**src/sv/wplm_pkg.sv**
```systemverilog
`timescale 1ns / 1ps

package wplm_pkg;

    // Sequencer states
    typedef enum logic [2:0] {
        S_IDLE,
        S_UPDATE,
        S_SCAN,
        S_DRAIN,
        S_EMIT
    } state_t;

    // Configuration register indexes
    localparam logic REG_FRAMES_PER_PERIOD = 1'b0;
    localparam logic REG_CLIP_LEVEL        = 1'b1;

    localparam int CFG_INDEX_W = 1;
    localparam int CFG_DATA_W  = 15;

    localparam int FRAMES_W    = 13;
    localparam int FRAME_CNT_W = 12;
    localparam int PEAK_W      = 15;

    localparam logic [FRAMES_W-1:0] FRAMES_RESET = 13'd1024;
    localparam logic [FRAMES_W-1:0] FRAMES_MAX   = 13'd4096;
    localparam logic [PEAK_W-1:0]   CLIP_RESET   = 15'd32767;
    localparam logic [PEAK_W-1:0]   PEAK_MAX     = 15'd32767;

    // Result tdata: channel, peak, clip, any_clip, padded to whole bytes
    localparam int OUT_FIELDS_W = 1 + PEAK_W + 1 + 1;
    localparam int OUT_W        = ((OUT_FIELDS_W + 7) / 8) * 8;

endpackage

```
**src/sv/wplm_ram.sv**
```systemverilog
`timescale 1ns / 1ps

module wplm_ram #(
    parameter int WIDTH = 15,
    parameter int DEPTH = 16,
    localparam int AW   = (DEPTH > 1) ? $clog2(DEPTH) : 1
) (
    input  logic             clk,
    input  logic             we,
    input  logic [AW-1:0]    waddr,
    input  logic [WIDTH-1:0] wdata,
    input  logic [AW-1:0]    raddr,
    output logic [WIDTH-1:0] rdata
);

    logic [WIDTH-1:0] mem [DEPTH];

    // Write port and registered read port
    always_ff @(posedge clk)
    begin
        if (we)
        begin
            mem[waddr] <= wdata;
        end
        rdata <= mem[raddr];
    end

endmodule

```
**src/sv/windowed_peak_level_meter.sv**
```systemverilog
`timescale 1ns / 1ps

// Windowed peak level meter.
// s_* channel: one signed audio sample per transaction, channels interleaved,
//   channel 0 first. The low SAMPLE_BITS bits of s_tdata are the sample.
// m_* channel: CHANNELS results after each period end, in channel order, each
//   the maximum magnitude over the last HISTORY_PERIODS periods of that channel
//   with its clip flag; tlast and any_clip mark the final result of a period.
// cfg_* port: register 0 frames_per_period, register 1 clip_level; write only
//   while no sample is in flight.
// Each sample is a read, then a write back of one peak entry in the history
//   RAM; the next sample is taken only after that write back. After the sample
//   that closes a period the block walks the RAM, one read per cycle, then
//   hands out the results; no sample is taken during the walk or the hand out.
// Reset: counters, slot pointer and registers return to defaults; the RAM is
//   not cleared, a fill count masks slots not yet written as zero.
// A stalled receiver holds the output register; the block keeps taking
//   samples and only waits when the next results are due.
module windowed_peak_level_meter #(
    parameter int CHANNELS        = 2,
    parameter int HISTORY_PERIODS = 8,
    parameter int SAMPLE_BITS     = 16,
    localparam int IN_W = ((SAMPLE_BITS + 7) / 8) * 8
) (
    input  logic                               clk,
    input  logic                               rst_n,
    // sample transactions
    input  logic                               s_tvalid,
    output logic                               s_tready,
    input  logic [IN_W-1:0]                    s_tdata,  // sample
    // result transactions
    output logic                               m_tvalid,
    input  logic                               m_tready,
    output logic [wplm_pkg::OUT_W-1:0]         m_tdata,  // channel, peak, clip, any_clip
    output logic                               m_tlast,
    // configuration writes
    input  logic                               cfg_we,
    input  logic [wplm_pkg::CFG_INDEX_W-1:0]   cfg_index,
    input  logic [wplm_pkg::CFG_DATA_W-1:0]    cfg_data
);

    localparam int DEPTH = CHANNELS * HISTORY_PERIODS;
    localparam int AW    = (DEPTH > 1) ? $clog2(DEPTH) : 1;
    localparam int CW    = (CHANNELS > 1) ? $clog2(CHANNELS) : 1;
    localparam int SW    = (HISTORY_PERIODS > 1) ? $clog2(HISTORY_PERIODS) : 1;
    localparam int FW    = $clog2(HISTORY_PERIODS + 1);
    localparam int MW    = (SAMPLE_BITS > 16) ? SAMPLE_BITS : 16;
    localparam int PW    = wplm_pkg::PEAK_W;

    localparam logic [CW-1:0] LAST_CH   = CW'(CHANNELS - 1);
    localparam logic [SW-1:0] LAST_SLOT = SW'(HISTORY_PERIODS - 1);
    localparam logic [FW-1:0] FULL      = FW'(HISTORY_PERIODS);
    localparam logic [AW-1:0] CH_STEP   = AW'(CHANNELS);

    wplm_pkg::state_t state_reg, state_next;

    logic [wplm_pkg::FRAMES_W-1:0]    frames_reg;
    logic [PW-1:0]                    clip_level_reg;
    logic [wplm_pkg::FRAME_CNT_W-1:0] frame_count_reg;
    logic [CW-1:0]                    pos_reg;
    logic [SW-1:0]                    slot_reg;
    logic [AW-1:0]                    base_reg;
    logic [FW-1:0]                    filled_reg;

    logic [PW-1:0]                    mag_reg;
    logic                             first_frame_reg;
    logic [AW-1:0]                    upd_addr_reg;

    logic [CW-1:0]                    scan_ch_reg;
    logic [SW-1:0]                    scan_slot_reg;
    logic [AW-1:0]                    scan_addr_reg;
    logic                             rd_valid_reg;
    logic                             rd_ok_reg;
    logic                             rd_first_reg;
    logic                             rd_last_reg;
    logic [CW-1:0]                    rd_ch_reg;
    logic [PW-1:0]                    acc_reg;
    logic [PW-1:0]                    peaks_reg [CHANNELS];
    logic                             any_reg;

    logic [CW-1:0]                    emit_reg;
    logic                             out_valid_reg;
    logic [wplm_pkg::OUT_W-1:0]       out_data_reg;
    logic                             out_last_reg;

    logic                             accept;
    logic                             out_load;
    logic                             emit_done;
    logic                             scan_done;
    logic                             period_end;
    logic [wplm_pkg::FRAMES_W-1:0]    period_len;
    logic [SAMPLE_BITS-1:0]           raw;
    logic [SAMPLE_BITS-1:0]           neg_raw;
    logic [MW-1:0]                    mag_wide;
    logic [PW-1:0]                    mag;
    logic                             ram_we;
    logic [AW-1:0]                    ram_raddr;
    logic [PW-1:0]                    ram_rdata;
    logic [PW-1:0]                    old_peak;
    logic [PW-1:0]                    new_peak;
    logic [PW-1:0]                    scan_val;
    logic [PW-1:0]                    scan_cand;
    logic [PW-1:0]                    emit_peak;
    logic                             emit_last;

    // Saturated magnitude of the incoming sample
    always_comb
    begin
        raw      = s_tdata[SAMPLE_BITS-1:0];
        neg_raw  = ~raw + 1'b1;
        mag_wide = raw[SAMPLE_BITS-1] ? MW'(neg_raw) : MW'(raw);
        mag      = (mag_wide > MW'(wplm_pkg::PEAK_MAX)) ? wplm_pkg::PEAK_MAX
                                                         : mag_wide[PW-1:0];
    end

    // Clamp the period length and test for the last frame
    always_comb
    begin
        if (frames_reg == '0)
        begin
            period_len = wplm_pkg::FRAMES_W'(1);
        end
        else if (frames_reg > wplm_pkg::FRAMES_MAX)
        begin
            period_len = wplm_pkg::FRAMES_MAX;
        end
        else
        begin
            period_len = frames_reg;
        end
        period_end = (pos_reg == LAST_CH)
                  && (({1'b0, frame_count_reg} + wplm_pkg::FRAMES_W'(1)) >= period_len);
    end

    // Read-modify-write of one peak entry; a new period starts from zero
    assign old_peak = first_frame_reg ? '0 : ram_rdata;
    assign new_peak = (mag_reg > old_peak) ? mag_reg : old_peak;

    // Window scan: slots not yet written since reset read as zero
    assign scan_val  = rd_ok_reg ? ram_rdata : '0;
    assign scan_cand = (rd_first_reg || scan_val > acc_reg) ? scan_val : acc_reg;

    assign accept    = s_tvalid && s_tready;
    assign scan_done = (scan_ch_reg == LAST_CH) && (scan_slot_reg == LAST_SLOT);
    assign out_load  = (state_reg == wplm_pkg::S_EMIT) && (!out_valid_reg || m_tready);
    assign emit_last = (emit_reg == LAST_CH);
    assign emit_done = out_load && emit_last;
    assign emit_peak = peaks_reg[emit_reg];

    assign ram_we    = (state_reg == wplm_pkg::S_UPDATE);
    assign ram_raddr = (state_reg == wplm_pkg::S_SCAN) ? scan_addr_reg : base_reg + AW'(pos_reg);

    wplm_ram #(
        .WIDTH (PW),
        .DEPTH (DEPTH)
    ) u_ring (
        .clk   (clk),
        .we    (ram_we),
        .waddr (upd_addr_reg),
        .wdata (new_peak),
        .raddr (ram_raddr),
        .rdata (ram_rdata)
    );

    // Hold the sequencer state
    always_ff @(posedge clk or negedge rst_n)
    begin
        if (!rst_n)
        begin
            state_reg <= wplm_pkg::S_IDLE;
        end
        else
        begin
            state_reg <= state_next;
        end
    end

    // Next state and input handshake
    always_comb
    begin
        state_next = state_reg;
        s_tready   = 1'b0;
        unique case (state_reg)
            wplm_pkg::S_IDLE:
            begin
                s_tready = 1'b1;
                if (s_tvalid)
                begin
                    state_next = wplm_pkg::S_UPDATE;
                end
            end
            wplm_pkg::S_UPDATE:
            begin
                state_next = period_end ? wplm_pkg::S_SCAN : wplm_pkg::S_IDLE;
            end
            wplm_pkg::S_SCAN:
            begin
                if (scan_done)
                begin
                    state_next = wplm_pkg::S_DRAIN;
                end
            end
            wplm_pkg::S_DRAIN:
            begin
                state_next = wplm_pkg::S_EMIT;
            end
            wplm_pkg::S_EMIT:
            begin
                if (emit_done)
                begin
                    state_next = wplm_pkg::S_IDLE;
                end
            end
            default:
            begin
                state_next = wplm_pkg::S_IDLE;
            end
        endcase
    end

    // Configuration registers
    always_ff @(posedge clk or negedge rst_n)
    begin
        if (!rst_n)
        begin
            frames_reg     <= wplm_pkg::FRAMES_RESET;
            clip_level_reg <= wplm_pkg::CLIP_RESET;
        end
        else if (cfg_we)
        begin
            unique case (cfg_index)
                wplm_pkg::REG_FRAMES_PER_PERIOD: frames_reg <= cfg_data[wplm_pkg::FRAMES_W-1:0];
                wplm_pkg::REG_CLIP_LEVEL:        clip_level_reg <= cfg_data[PW-1:0];
                default: ;
            endcase
        end
    end

    // Capture the sample and its RAM address
    always_ff @(posedge clk)
    begin
        if (accept)
        begin
            mag_reg         <= mag;
            first_frame_reg <= (frame_count_reg == '0);
            upd_addr_reg    <= base_reg + AW'(pos_reg);
        end
    end

    // Advance channel, frame and slot counters after each write back
    always_ff @(posedge clk or negedge rst_n)
    begin
        if (!rst_n)
        begin
            frame_count_reg <= '0;
            pos_reg         <= '0;
            slot_reg        <= '0;
            base_reg        <= '0;
            filled_reg      <= '0;
        end
        else if (state_reg == wplm_pkg::S_UPDATE)
        begin
            if (pos_reg != LAST_CH)
            begin
                pos_reg <= pos_reg + 1'b1;
            end
            else
            begin
                pos_reg <= '0;
                if (period_end)
                begin
                    frame_count_reg <= '0;
                    if (slot_reg == LAST_SLOT)
                    begin
                        slot_reg <= '0;
                        base_reg <= '0;
                    end
                    else
                    begin
                        slot_reg <= slot_reg + 1'b1;
                        base_reg <= base_reg + CH_STEP;
                    end
                    if (filled_reg != FULL)
                    begin
                        filled_reg <= filled_reg + 1'b1;
                    end
                end
                else
                begin
                    frame_count_reg <= frame_count_reg + 1'b1;
                end
            end
        end
    end

    // Walk the ring: channel by channel, every slot of that channel
    always_ff @(posedge clk or negedge rst_n)
    begin
        if (!rst_n)
        begin
            scan_ch_reg   <= '0;
            scan_slot_reg <= '0;
            scan_addr_reg <= '0;
            rd_valid_reg  <= 1'b0;
            any_reg       <= 1'b0;
        end
        else
        begin
            rd_valid_reg <= (state_reg == wplm_pkg::S_SCAN);
            if (state_reg == wplm_pkg::S_UPDATE)
            begin
                scan_ch_reg   <= '0;
                scan_slot_reg <= '0;
                scan_addr_reg <= '0;
                any_reg       <= 1'b0;
            end
            else if (state_reg == wplm_pkg::S_SCAN)
            begin
                if (scan_slot_reg == LAST_SLOT)
                begin
                    scan_slot_reg <= '0;
                    scan_ch_reg   <= scan_ch_reg + 1'b1;
                    scan_addr_reg <= AW'(scan_ch_reg) + AW'(1);
                end
                else
                begin
                    scan_slot_reg <= scan_slot_reg + 1'b1;
                    scan_addr_reg <= scan_addr_reg + CH_STEP;
                end
            end
            if (rd_valid_reg && rd_last_reg && (scan_cand >= clip_level_reg))
            begin
                any_reg <= 1'b1;
            end
        end
    end

    // Tag each read and fold the returned value into the running maximum
    always_ff @(posedge clk)
    begin
        rd_ok_reg    <= (FW'(scan_slot_reg) < filled_reg);
        rd_first_reg <= (scan_slot_reg == '0);
        rd_last_reg  <= (scan_slot_reg == LAST_SLOT);
        rd_ch_reg    <= scan_ch_reg;
        if (rd_valid_reg)
        begin
            acc_reg <= scan_cand;
            if (rd_last_reg)
            begin
                peaks_reg[rd_ch_reg] <= scan_cand;
            end
        end
    end

    // Step through the channels while results are handed out
    always_ff @(posedge clk or negedge rst_n)
    begin
        if (!rst_n)
        begin
            emit_reg      <= '0;
            out_valid_reg <= 1'b0;
        end
        else
        begin
            if (out_load)
            begin
                out_valid_reg <= 1'b1;
                emit_reg      <= emit_last ? '0 : emit_reg + 1'b1;
            end
            else if (m_tready)
            begin
                out_valid_reg <= 1'b0;
            end
        end
    end

    // Output register payload
    always_ff @(posedge clk)
    begin
        if (out_load)
        begin
            out_data_reg <= {{(wplm_pkg::OUT_W - wplm_pkg::OUT_FIELDS_W){1'b0}},
                             emit_last && any_reg,
                             emit_peak >= clip_level_reg,
                             emit_peak,
                             emit_reg[0]};
            out_last_reg <= emit_last;
        end
    end

    assign m_tvalid = out_valid_reg;
    assign m_tdata  = out_data_reg;
    assign m_tlast  = out_last_reg;

endmodule
```
**config.mk**
```make
export PLATFORM = sky130hd
export DESIGN_NAME = windowed_peak_level_meter
export DESIGN_NICKNAME = d
export VERILOG_FILES = /design/src/sv/wplm_pkg.sv /design/src/sv/wplm_ram.sv /design/src/sv/windowed_peak_level_meter.sv
export SDC_FILE = /design/constraint.sdc
export NUM_CORES = 1
export LEC_CHECK = 0
export BUFFER_PORTS_ARGS = -buffer_cell sky130_fd_sc_hd__buf_2
export CAP_MARGIN = 25
export CELL_PAD_IN_SITES_DETAIL_PLACEMENT = 2
export CELL_PAD_IN_SITES_GLOBAL_PLACEMENT = 2
export CORE_MARGIN = 2
export CORE_UTILIZATION = 43
export CTS_BUF_LIST = sky130_fd_sc_hd__clkbuf_8
export DETAILED_ROUTE_END_ITERATION = 16
export GPL_TIMING_DRIVEN = 0
export PLACE_DENSITY = 0.78
export REMOVE_ABC_BUFFERS = 1
export SYNTH_ARGS = -nofsm -noshare
export SYNTH_HDL_FRONTEND = slang
export SYNTH_HIERARCHICAL = 1
export SYNTH_SLANG_ARGS = --single-unit
```
**constraint.sdc**
```tcl
create_clock -name clk -period 3.4 [get_ports clk]
set_clock_uncertainty 0.05 [all_clocks]
set_input_delay 0.68 -clock clk [delete_from_list [all_inputs] [get_ports clk]]
set_output_delay 0.68 -clock clk [all_outputs]
set_load 0.05 [all_outputs]
```
# ---- Yosys cells after proc, flatten, opt, wreduce, memory -nomap -nowiden
# Memories as Yosys holds them, arrays and structs flattened. A register that Yosys moved wholly into a read port is not among the register bits.
# Index checks and enable logic that the tools add are counted.
# W data, S select, Z words.
dict set report classes {
  n_addsub 13
  multipliers 0
  n_div 0
  n_lt_le_gt_ge 8
  n_eq_ne 10
  shifts 0
  n_mux 37
  bitwise_logic 2
  n_reduce_logical 26
}
# operator n
set ops {}
lappend ops {{$mux W15} 4}
lappend ops {{$ge A15 B15 Y1} 2}
lappend ops {{$gt A15 B15 Y1} 2}
lappend ops {{$mux W13} 2}
lappend ops {{$mux W3} 7}
lappend ops {{$mux W4} 5}
lappend ops {{$add A16 B1 Y16 const B} 1}
lappend ops {{$gt A16 B15 Y1 const B} 1}
lappend ops {{$mux W16} 1}
lappend ops {{$not A16 Y16} 1}
lappend ops {{$mux W1} 15}
lappend ops {{$pmux W3 S5} 1}
lappend ops {{$add A12 B1 Y13 const B} 1}
lappend ops {{$ge A13 B13 Y1} 1}
lappend ops {{$gt A13 B13 Y1 const B} 1}
lappend ops {{$logic_not A13 Y1} 1}
lappend ops {{$add A12 B1 Y12 const B} 1}
lappend ops {{$logic_not A12 Y1} 1}
lappend ops {{$mux W12} 1}
lappend ops {{$eq A3 B3 Y1 const B} 3}
lappend ops {{$add A4 B2 Y4 const B} 2}
lappend ops {{$logic_and A1 B1 Y1} 8}
lappend ops {{$reduce_and A2 Y1} 4}
lappend ops {{$reduce_bool A2 Y1} 4}
lappend ops {{other kinds (17)} 26}
dict set report totals {
  reg_bits 125
  latchBits 0
  ram_bits 270
  rom_bits 0
  in_bits 37
  output_inout_bits 27
  elab_cells 123
  n_memories 2
}
# memory depth word_bits rd rd_clocked_by_memory_dff write_ports line
set memory_table {}
lappend memory_table {u_ring.mem 16 15 1 1 1 wplm_ram.sv:16} ;# logic [WIDTH-1:0] mem [DEPTH];
lappend memory_table {peaks_reg 2 15 1 0 1 windowed_peak_level_meter.sv:78} ;# logic [PW-1:0] peaks_reg [CHANNELS];

# ---- Logic depth before layout (Yosys ltp)
# Gate-level depths: netlist of the first run.
dict set report logic_depth {
  word_depth 7
  depth_mapped 18
  ltp_nobuf 16
}

# ---- Hierarchy
# The synthesis of the first run kept the hierarchy.
# mod n_inst cells_each area_per_inst_um2 seq_area_each_um2
set modules_own_cells {}
lappend modules_own_cells {wplm_ram 1 406 9446.6 7507.2}
lappend modules_own_cells {windowed_peak_level_meter 1 770 8638.3 4244.1}

# ---- Worst setup path before layout of the first run
# Ideal clock, no wire load.
dict set report synth_timing {
  path_type {register to register}
  startpoint {register rd_ok_reg}
  endpoint {register any_reg}
  setup_time_ps 110
  arrival_time_ps 3554
  required_ps 3240
  slack_ps -315
  stages_incl_launch_ff 16
  n_path_buf 2
  period_less_slack_ps 3715
  path_cell_list {dfxtp_1 > clkbuf_1 > and2_1 > ha_1 > nand4_1 > or4_4 > o41ai_4 > buf_6 > mux2_2 > ha_1 > a21oi_1 > nor2b_1 > o21ai_0 > o211ai_1 > nor3_1 > o41ai_1}
}
dict set report synth_between {
  elab_chain_len 7
  elab_cells_between_ends 8
  cone_classes {order compare (2); mux (3); reduce/logical (3)}
}
# element line
set synth_lines {}
lappend synth_lines {{start: declaration} windowed_peak_level_meter.sv:73} ;# logic rd_ok_reg;
lappend synth_lines {{start signal: assignment} windowed_peak_level_meter.sv:341} ;# rd_ok_reg <= (FW'(scan_slot_reg) < filled_reg);
lappend synth_lines {{$mux W15 (*)} windowed_peak_level_meter.sv:140} ;# assign scan_val = rd_ok_reg ? ram_rdata : '0;
lappend synth_lines {{$gt A15 B15 Y1} windowed_peak_level_meter.sv:141} ;# assign scan_cand = (rd_first_reg || scan_val > acc_reg) ? scan_val : acc_reg;
lappend synth_lines {{$logic_or A1 B1 Y1} windowed_peak_level_meter.sv:141}
lappend synth_lines {{$mux W15 (*)} windowed_peak_level_meter.sv:141}
lappend synth_lines {{via scan_cand[8]} windowed_peak_level_meter.sv:102} ;# logic [PW-1:0] scan_cand;
lappend synth_lines {{$ge A15 B15 Y1 (*)} windowed_peak_level_meter.sv:331} ;# if (rd_valid_reg && rd_last_reg && (scan_cand >= clip_level_reg))
lappend synth_lines {{$logic_and A1 B1 Y1 (*)} windowed_peak_level_meter.sv:331}
lappend synth_lines {{$mux W1 or $reduce_bool A2 Y1 (tied branches)} n/a}
lappend synth_lines {{end signal: assignment} windowed_peak_level_meter.sv:305} ;# any_reg <= 1'b0;
lappend synth_lines {{end signal: assignment} windowed_peak_level_meter.sv:315} ;# any_reg <= 1'b0;
lappend synth_lines {{end signal: assignment} windowed_peak_level_meter.sv:333} ;# any_reg <= 1'b1;
lappend synth_lines {{end: declaration} windowed_peak_level_meter.sv:79} ;# logic any_reg;
# Mark *: on every way through the listed nets, which the timed path passes. The rest lies on a longest branch.
# A chain may end at the register's enable or synchronous reset.

# ---- Worst setup path in the final report of the first run
# Ends and elaborated chain as after synthesis.

==> results of run 1 <==
## stage by stage
| step | std cells | hold slack, ns |
|---|---|---|
| global placement | 1731 | 0.413 |
| finish | 1922 | 0.237 |
| CTS | 1910 | 0.189 |
| global route | 1922 | 0.201 |
| detailed placement | 1759 | 0.395 |
| floorplan | 1135 | 0.334 |
## routing by layer
layer,vias up,part of all wire [%]
met5,-,0
met1,5763,39
met3,106,3.5
li1,4818,-
met4,0,3.8
met2,264,54
## synthesized netlist by cell type (17+ instances only)
master | number | area [sq um]
a21oi_1 | 36 | 180
a22oi_1 | 31 | 233
and2_1 | 19 | 119
clkbuf_1 | 29 | 109
dfrtp_1 | 50 | 1250
dfxtp_1 | 19 | 380
edfxtp_1 | 323 | 9700
ha_1 | 86 | 1080
inv_1 | 65 | 244
mux2_2 | 62 | 698
mux2i_1 | 17 | 170
mux4_2 | 44 | 991
nand2_1 | 90 | 338
nand2b_1 | 22 | 138
nand3_1 | 25 | 125
nor2_1 | 36 | 135
o21ai_0 | 33 | 165
## where the power goes
part | internal [uW] | leakage [uW] | switching (uW)
clock network | 2470 | 0.000804 | 2180
logic | 2100 | 0.00346 | 2600
registers | 6340 | 0.00392 | 428
## worst min-delay path by stage
stage	slack, ns	to	from
floorplan	0.33	any_reg	rst_n
global placement	0.41	rd_ch_reg	scan_ch_reg
detailed placement	0.40	rd_ch_reg	scan_ch_reg
CTS	0.19	clip_level_reg[14]	cfg_data[14]
global route	0.20	clip_level_reg[14]	cfg_data[14]
finish	0.24	clip_level_reg[14]	cfg_data[14]
## cells by family after synthesis
logic type	share of synthesized area [%]
DFF	65.0
and+or+nand+nor	7.00
AOI/OAI and AO/OA	5.52
muxes	12.6
buffers and inverters	2.75
adders and majority gates	6.01
xor gates and xnor gates	1.11
other	0.0207
## cell type report
class                           instances  area (sq um)  area share, %
Tap cell                              539           674           3.12
Multi-Input combinational cell        661          6410           29.6
Clock inverter                         51           350           1.62
Timing Repair Buffer                  118          1110           5.14
Inverter                               66           248           1.15
Sequential cell                       408         11800           54.3
Clock buffer                           79          1090           5.03
## what timing repair did
item	4_1_cts	5_1_grt
setup buffers	19	9
gates cloned	1	0
resized for setup	68	25
hold buffers	1	0
pin swaps	15	6
endpoints found under the hold margin	14	0
endpoints found under the setup margin	230	268
==> flow_metrics.env, run 1 <==
export IMPL_drc_errors=0
export IMPL_clock_fmax_ghz=0.261
export IMPL_power_leakage_uw=0.00819
export IMPL_relSlewSlack_pct=31.1
export IMPL_worstPathRequired_ns=3.85
export IMPL_synthCells=1176
export IMPL_wl_per_cell_um=27.5
export IMPL_r2r_start="rd_ok_reg"
export IMPL_largest_reg_flops=240
export IMPL_min_path_cells=2
export IMPL_cts_tree="yes"
export IMPL_grt_busiest_layer="met2"
export IMPL_reg2reg_slack_ns=-0.43
export IMPL_cp_arrival_ns=4.28
export IMPL_clock_latency_ns=0.66
export IMPL_dr_pass1_iters=4
export IMPL_hold_viol=0
export IMPL_use_met2_pct=44.5
export IMPL_fin_total_pwr_uw=16100
export IMPL_drt_wl_total_um=52900
export IMPL_dpl_hpwl_um=33800
export IMPL_clockBufferDepth=3
export IMPL_syn_to_final_growth_pct=19.6
export IMPL_synth_ff_type="edfxtp_1"
export IMPL_path_depth=17
export IMPL_r2r_end="any_reg"
export IMPL_violations="negative setup slack"
export IMPL_die_height_um=209
export IMPL_period_share_pct=113
export IMPL_cp_start_kind="flop"
export IMPL_cts_root_buf="clkbuf_8"
export IMPL_cp_slowest_cell="or4_4"
export IMPL_worstPathCellList="buf_6, and2_4, ha_4, nand4_1, or4_4, o211ai_4, o41ai_4, buf_8, buf_6, mux2_4, ha_4, a21o_1, a21o_1, a21oi_2, nor2_2, a21oi_2, o41ai_2"
export IMPL_initial_core_util_pct=43.3
export IMPL_setup_violations=10
export IMPL_antenna_found_initial=1
export IMPL_ys_warn_count=6
export IMPL_hold_class="in -> reg"
export IMPL_setup_tns_ns=-0.459
export IMPL_cp_end_kind="flop"
export IMPL_fin_nets=1450
export IMPL_htreeDepth=3
export IMPL_numCtsBuffers=72
export IMPL_reg2reg_depth=17
export IMPL_crit_end="any_reg"
export IMPL_io_pins=64
export IMPL_fill_cells=3731
export IMPL_max_stage_delay_ns=0.60
export IMPL_design_area_sq_mm=0.0216
export IMPL_finalMaxSlewViolations=0
export IMPL_ys_async_sr_fraction_pct=16.2
export IMPL_synth_avg_cell_area_sq_um=15.4
export IMPL_critical_path_top_delay_family="compound AO/OA/AOI/OAI gates"
export IMPL_cts_sinks=408
export IMPL_fin_ws_ns=-0.429
export IMPL_period_needed_ns=3.83
export IMPL_io_buffers=57
export IMPL_diodes=0
export IMPL_num_rows=75
export IMPL_final_cell_mix="edfxtp_1, nand2_1, inv_1"
export IMPL_status="finished, violations left"
export IMPL_grt_pass1_wl_um=78700
export IMPL_ys_seq_elements=408
export IMPL_vias=11000
export IMPL_crit_path_start="rd_ok_reg"
export IMPL_antenna_left=0
export IMPL_dieWidth_um=209
export IMPL_drtIter0Drc=681
export IMPL_core_area_sq_mm=0.0418
export IMPL_dpl_cell_area_sq_mm=0.0193
export IMPL_final_util_pct=51.8
export IMPL_tightest_slew_ns=1.03
export IMPL_grt_pass1_vias=12400
export IMPL_synth_area_sq_mm=0.0181
export IMPL_use_met3_pct=3.28
export IMPL_place_ws_ns=-0.905
export IMPL_grt_max_degree=61
export IMPL_ir_drop_v=0.000457
export IMPL_drive_above_1_share_pct=30.0
export IMPL_synth_cell_type_count=63
export IMPL_power_density_mw_per_mm2=745
export IMPL_gp_congestion=0.761
export IMPL_rsz0062_at_grt="yes"
export IMPL_layout_commonest_cell="edfxtp_1"
export IMPL_cap_violations=0
export IMPL_globalRouteOverflowTotal=0
export IMPL_use_met1_pct=29.0
export IMPL_synth_edff_count=323
export IMPL_crit_path_max_fanout=6
export IMPL_crit_buf_inv=3
export IMPL_dieArea_sq_mm=0.0437
export IMPL_yosysSeqAreaShare_pct=65.0
export IMPL_crit_type="reg -> reg"
export IMPL_via_per_inst=5.70
export IMPL_clk_pin_slew_ns=0.06
export IMPL_track_usage_pct=24.4
Note: power is estimated with default switching activity, not from simulation.
==> run 2: changes to the inputs <==
--- a/config.mk
+++ b/config.mk
@@ -5,16 +5,17 @@
 export SDC_FILE = /design/constraint.sdc
 export NUM_CORES = 1
 export LEC_CHECK = 0
+export ABC_AREA = 0
 export BUFFER_PORTS_ARGS = -buffer_cell sky130_fd_sc_hd__buf_2
 export CAP_MARGIN = 25
-export CELL_PAD_IN_SITES_DETAIL_PLACEMENT = 2
-export CELL_PAD_IN_SITES_GLOBAL_PLACEMENT = 2
+export CELL_PAD_IN_SITES_DETAIL_PLACEMENT = 0
+export CELL_PAD_IN_SITES_GLOBAL_PLACEMENT = 1
 export CORE_MARGIN = 2
-export CORE_UTILIZATION = 43
+export CORE_UTILIZATION = 46
 export CTS_BUF_LIST = sky130_fd_sc_hd__clkbuf_8
 export DETAILED_ROUTE_END_ITERATION = 16
 export GPL_TIMING_DRIVEN = 0
-export PLACE_DENSITY = 0.78
+export PLACE_DENSITY = 0.74
 export REMOVE_ABC_BUFFERS = 1
 export SYNTH_ARGS = -nofsm -noshare
 export SYNTH_HDL_FRONTEND = slang
==> flow_metrics.env, run 2 (synthesized netlist as in run 1, its figures left out) <==
export IMPL_grt_busiest_layer="met2"
export IMPL_grt_max_degree=67
export IMPL_io_pins=64
export IMPL_cap_violations=0
export IMPL_fin_total_pwr_uw=14800
export IMPL_hold_viol=0
export IMPL_cp_end_kind="flop"
export IMPL_antenna_found_initial=0
export IMPL_cp_start_kind="flop"
export IMPL_core_area_sq_mm=0.0387
export IMPL_io_buffers=57
export IMPL_clock_fmax_ghz=0.270
export IMPL_via_per_inst=5.49
export IMPL_power_density_mw_per_mm2=702
export IMPL_period_share_pct=109
export IMPL_vias=10300
export IMPL_track_usage_pct=19.6
export IMPL_numCtsBuffers=69
export IMPL_period_needed_ns=3.71
export IMPL_use_met1_pct=25.5
export IMPL_violations="negative setup slack"
export IMPL_grt_pass1_vias=10500
export IMPL_drtIter0Drc=637
export IMPL_syn_to_final_growth_pct=16.6
export IMPL_worstPathRequired_ns=3.84
export IMPL_layoutNonFillerInstCount=1879
export IMPL_ir_drop_v=0.000381
export IMPL_dr_pass1_iters=4
export IMPL_crit_type="reg -> reg"
export IMPL_initial_core_util_pct=46.7
export IMPL_drc_errors=0
export IMPL_cts_sinks=408
export IMPL_cts_root_buf="clkbuf_8"
export IMPL_dpl_cell_area_sq_mm=0.0193
export IMPL_dieArea_sq_mm=0.0409
export IMPL_fin_nets=1435
export IMPL_setup_violations=1
export IMPL_drt_wl_total_um=39300
export IMPL_grt_pass1_wl_um=60300
export IMPL_dieWidth_um=202
export IMPL_wl_per_cell_um=20.9
export IMPL_htreeDepth=3
export IMPL_hold_class="in -> async"
export IMPL_power_leakage_uw=0.00798
export IMPL_clock_latency_ns=0.61
export IMPL_drive_above_1_share_pct=28.0
export IMPL_diodes=0
export IMPL_final_cell_mix="edfxtp_1, inv_1, nand2_1"
export IMPL_place_inst=1739
export IMPL_cp_arrival_ns=4.14
export IMPL_design_area_sq_mm=0.0211
export IMPL_gp_congestion=0.811
export IMPL_use_met3_pct=4.39
export IMPL_tightest_slew_ns=1.03
export IMPL_crit_path_max_fanout=6
export IMPL_antenna_left=0
export IMPL_die_height_um=202
export IMPL_relSlewSlack_pct=30.9
export IMPL_finalMaxSlewViolations=0
export IMPL_status="finished, violations left"
export IMPL_regArea_sq_mm=0.0118
export IMPL_layout_commonest_cell="edfxtp_1"
export IMPL_largest_reg_flops=240
export IMPL_dpl_hpwl_um=26900
export IMPL_clk_pin_slew_ns=0.06
export IMPL_holdWs_ns=0.130
export IMPL_num_rows=72
export IMPL_fin_ws_ns=-0.307
export IMPL_fill_cells=3146
export IMPL_globalRouteOverflowTotal=0
export IMPL_clockBufferDepth=3
export IMPL_reg2reg_depth=15
export IMPL_use_met2_pct=32.8
export IMPL_cts_tree="yes"
export IMPL_multiInputGateArea_sq_mm=0.00629
export IMPL_rsz0062_at_grt="yes"
[run 2: cell count changes in the layout (fill, tap and decap cells not counted), sizes merged]
cell / delta
clkinvlp: -1
inv: +2
bufbuf: -1
clkinv: -3
dlygate4sd3: -1
clkbuf: -6
buf: -10
bufinv: -2
[run 2: power breakdown]
| part | switching (uW) | internal, uW | total (uW) | leakage (uW) |
|---|---|---|---|---|
| Combinational | 2170 | 1840 | 4020 | 0.00333 |
| Sequential | 407 | 6340 | 6750 | 0.00392 |
| Clock | 1910 | 2140 | 4040 | 0.000732 |
| Total | 4490 | 10300 | 14800 | 0.00798 |
[run 2: path summary, 6_finish.rpt]
check / startpoint / end / slack (ns)
hold / removal: rst_n / any_reg / 0.13
max in group asynchronous: rst_n / scan_slot_reg[2] / 2.59
setup reg to reg: rd_ok_reg / any_reg / -0.31
setup / recovery: rd_ok_reg / any_reg / -0.31
min in group clk: cfg_data[12] / frames_reg[12] / 0.28
hold reg to reg: scan_addr_reg[0] / scan_addr_reg[0] / 0.44
[run 2: final cells by class]
| type | instances | area share [%] |
|---|---|---|
| Clock inverter | 47 | 1.20 |
| Clock buffer | 73 | 4.77 |
| Timing Repair Buffer | 106 | 4.18 |
| Inverter | 66 | 1.18 |
| Multi-Input combinational cell | 661 | 29.8 |
| Sequential cell | 408 | 55.8 |
| Tap cell | 518 | 3.07 |
[run 2: repair_timing]
action                                  CTS  global route
endpoints found under the setup margin  219           186
gates cloned                              1             0
pin swaps                                13             1
hold buffers                              0             0
resized for setup                        57            13
setup buffers                            15             3
[run 2: metal layers]
| metal | up-vias | share of wire, % |
|---|---|---|
| met2 | 265 | 50 |
| met5 | - | 0 |
| li1 | 4768 | - |
| met4 | 0 | 2.4 |
| met3 | 68 | 4.9 |
| met1 | 5214 | 43 |
[run 2: critical path: stages, from the launching register on]
cell,delay (ns)
dfxtp_4,0.37
buf_6,0.14
and2_4,0.14
ha_4,0.25
nand4_1,0.09
or4_4,0.58
o211ai_4,0.21
o41ai_4,0.11
buf_4,0.16
buf_12,0.13
mux2_2,0.31
ha_1,0.31
nand4_1,0.11
o211ai_1,0.22
nor3_1,0.08
o41ai_1,0.30
[run 2: through the flow]
step | worst slack [ns] | utilization (%) | setup TNS, ns
2_1_floorplan | -0.746 | - | -13.06
3_5_place_dp | -1.15 | 49.7 | -47.13
5_1_grt | -0.507 | 54.4 | -0.507
4_1_cts | -0.311 | 54.1 | -0.311
6_report | -0.307 | 54.4 | -0.307
3_3_place_gp | -2.20 | 48.5 | -444.32
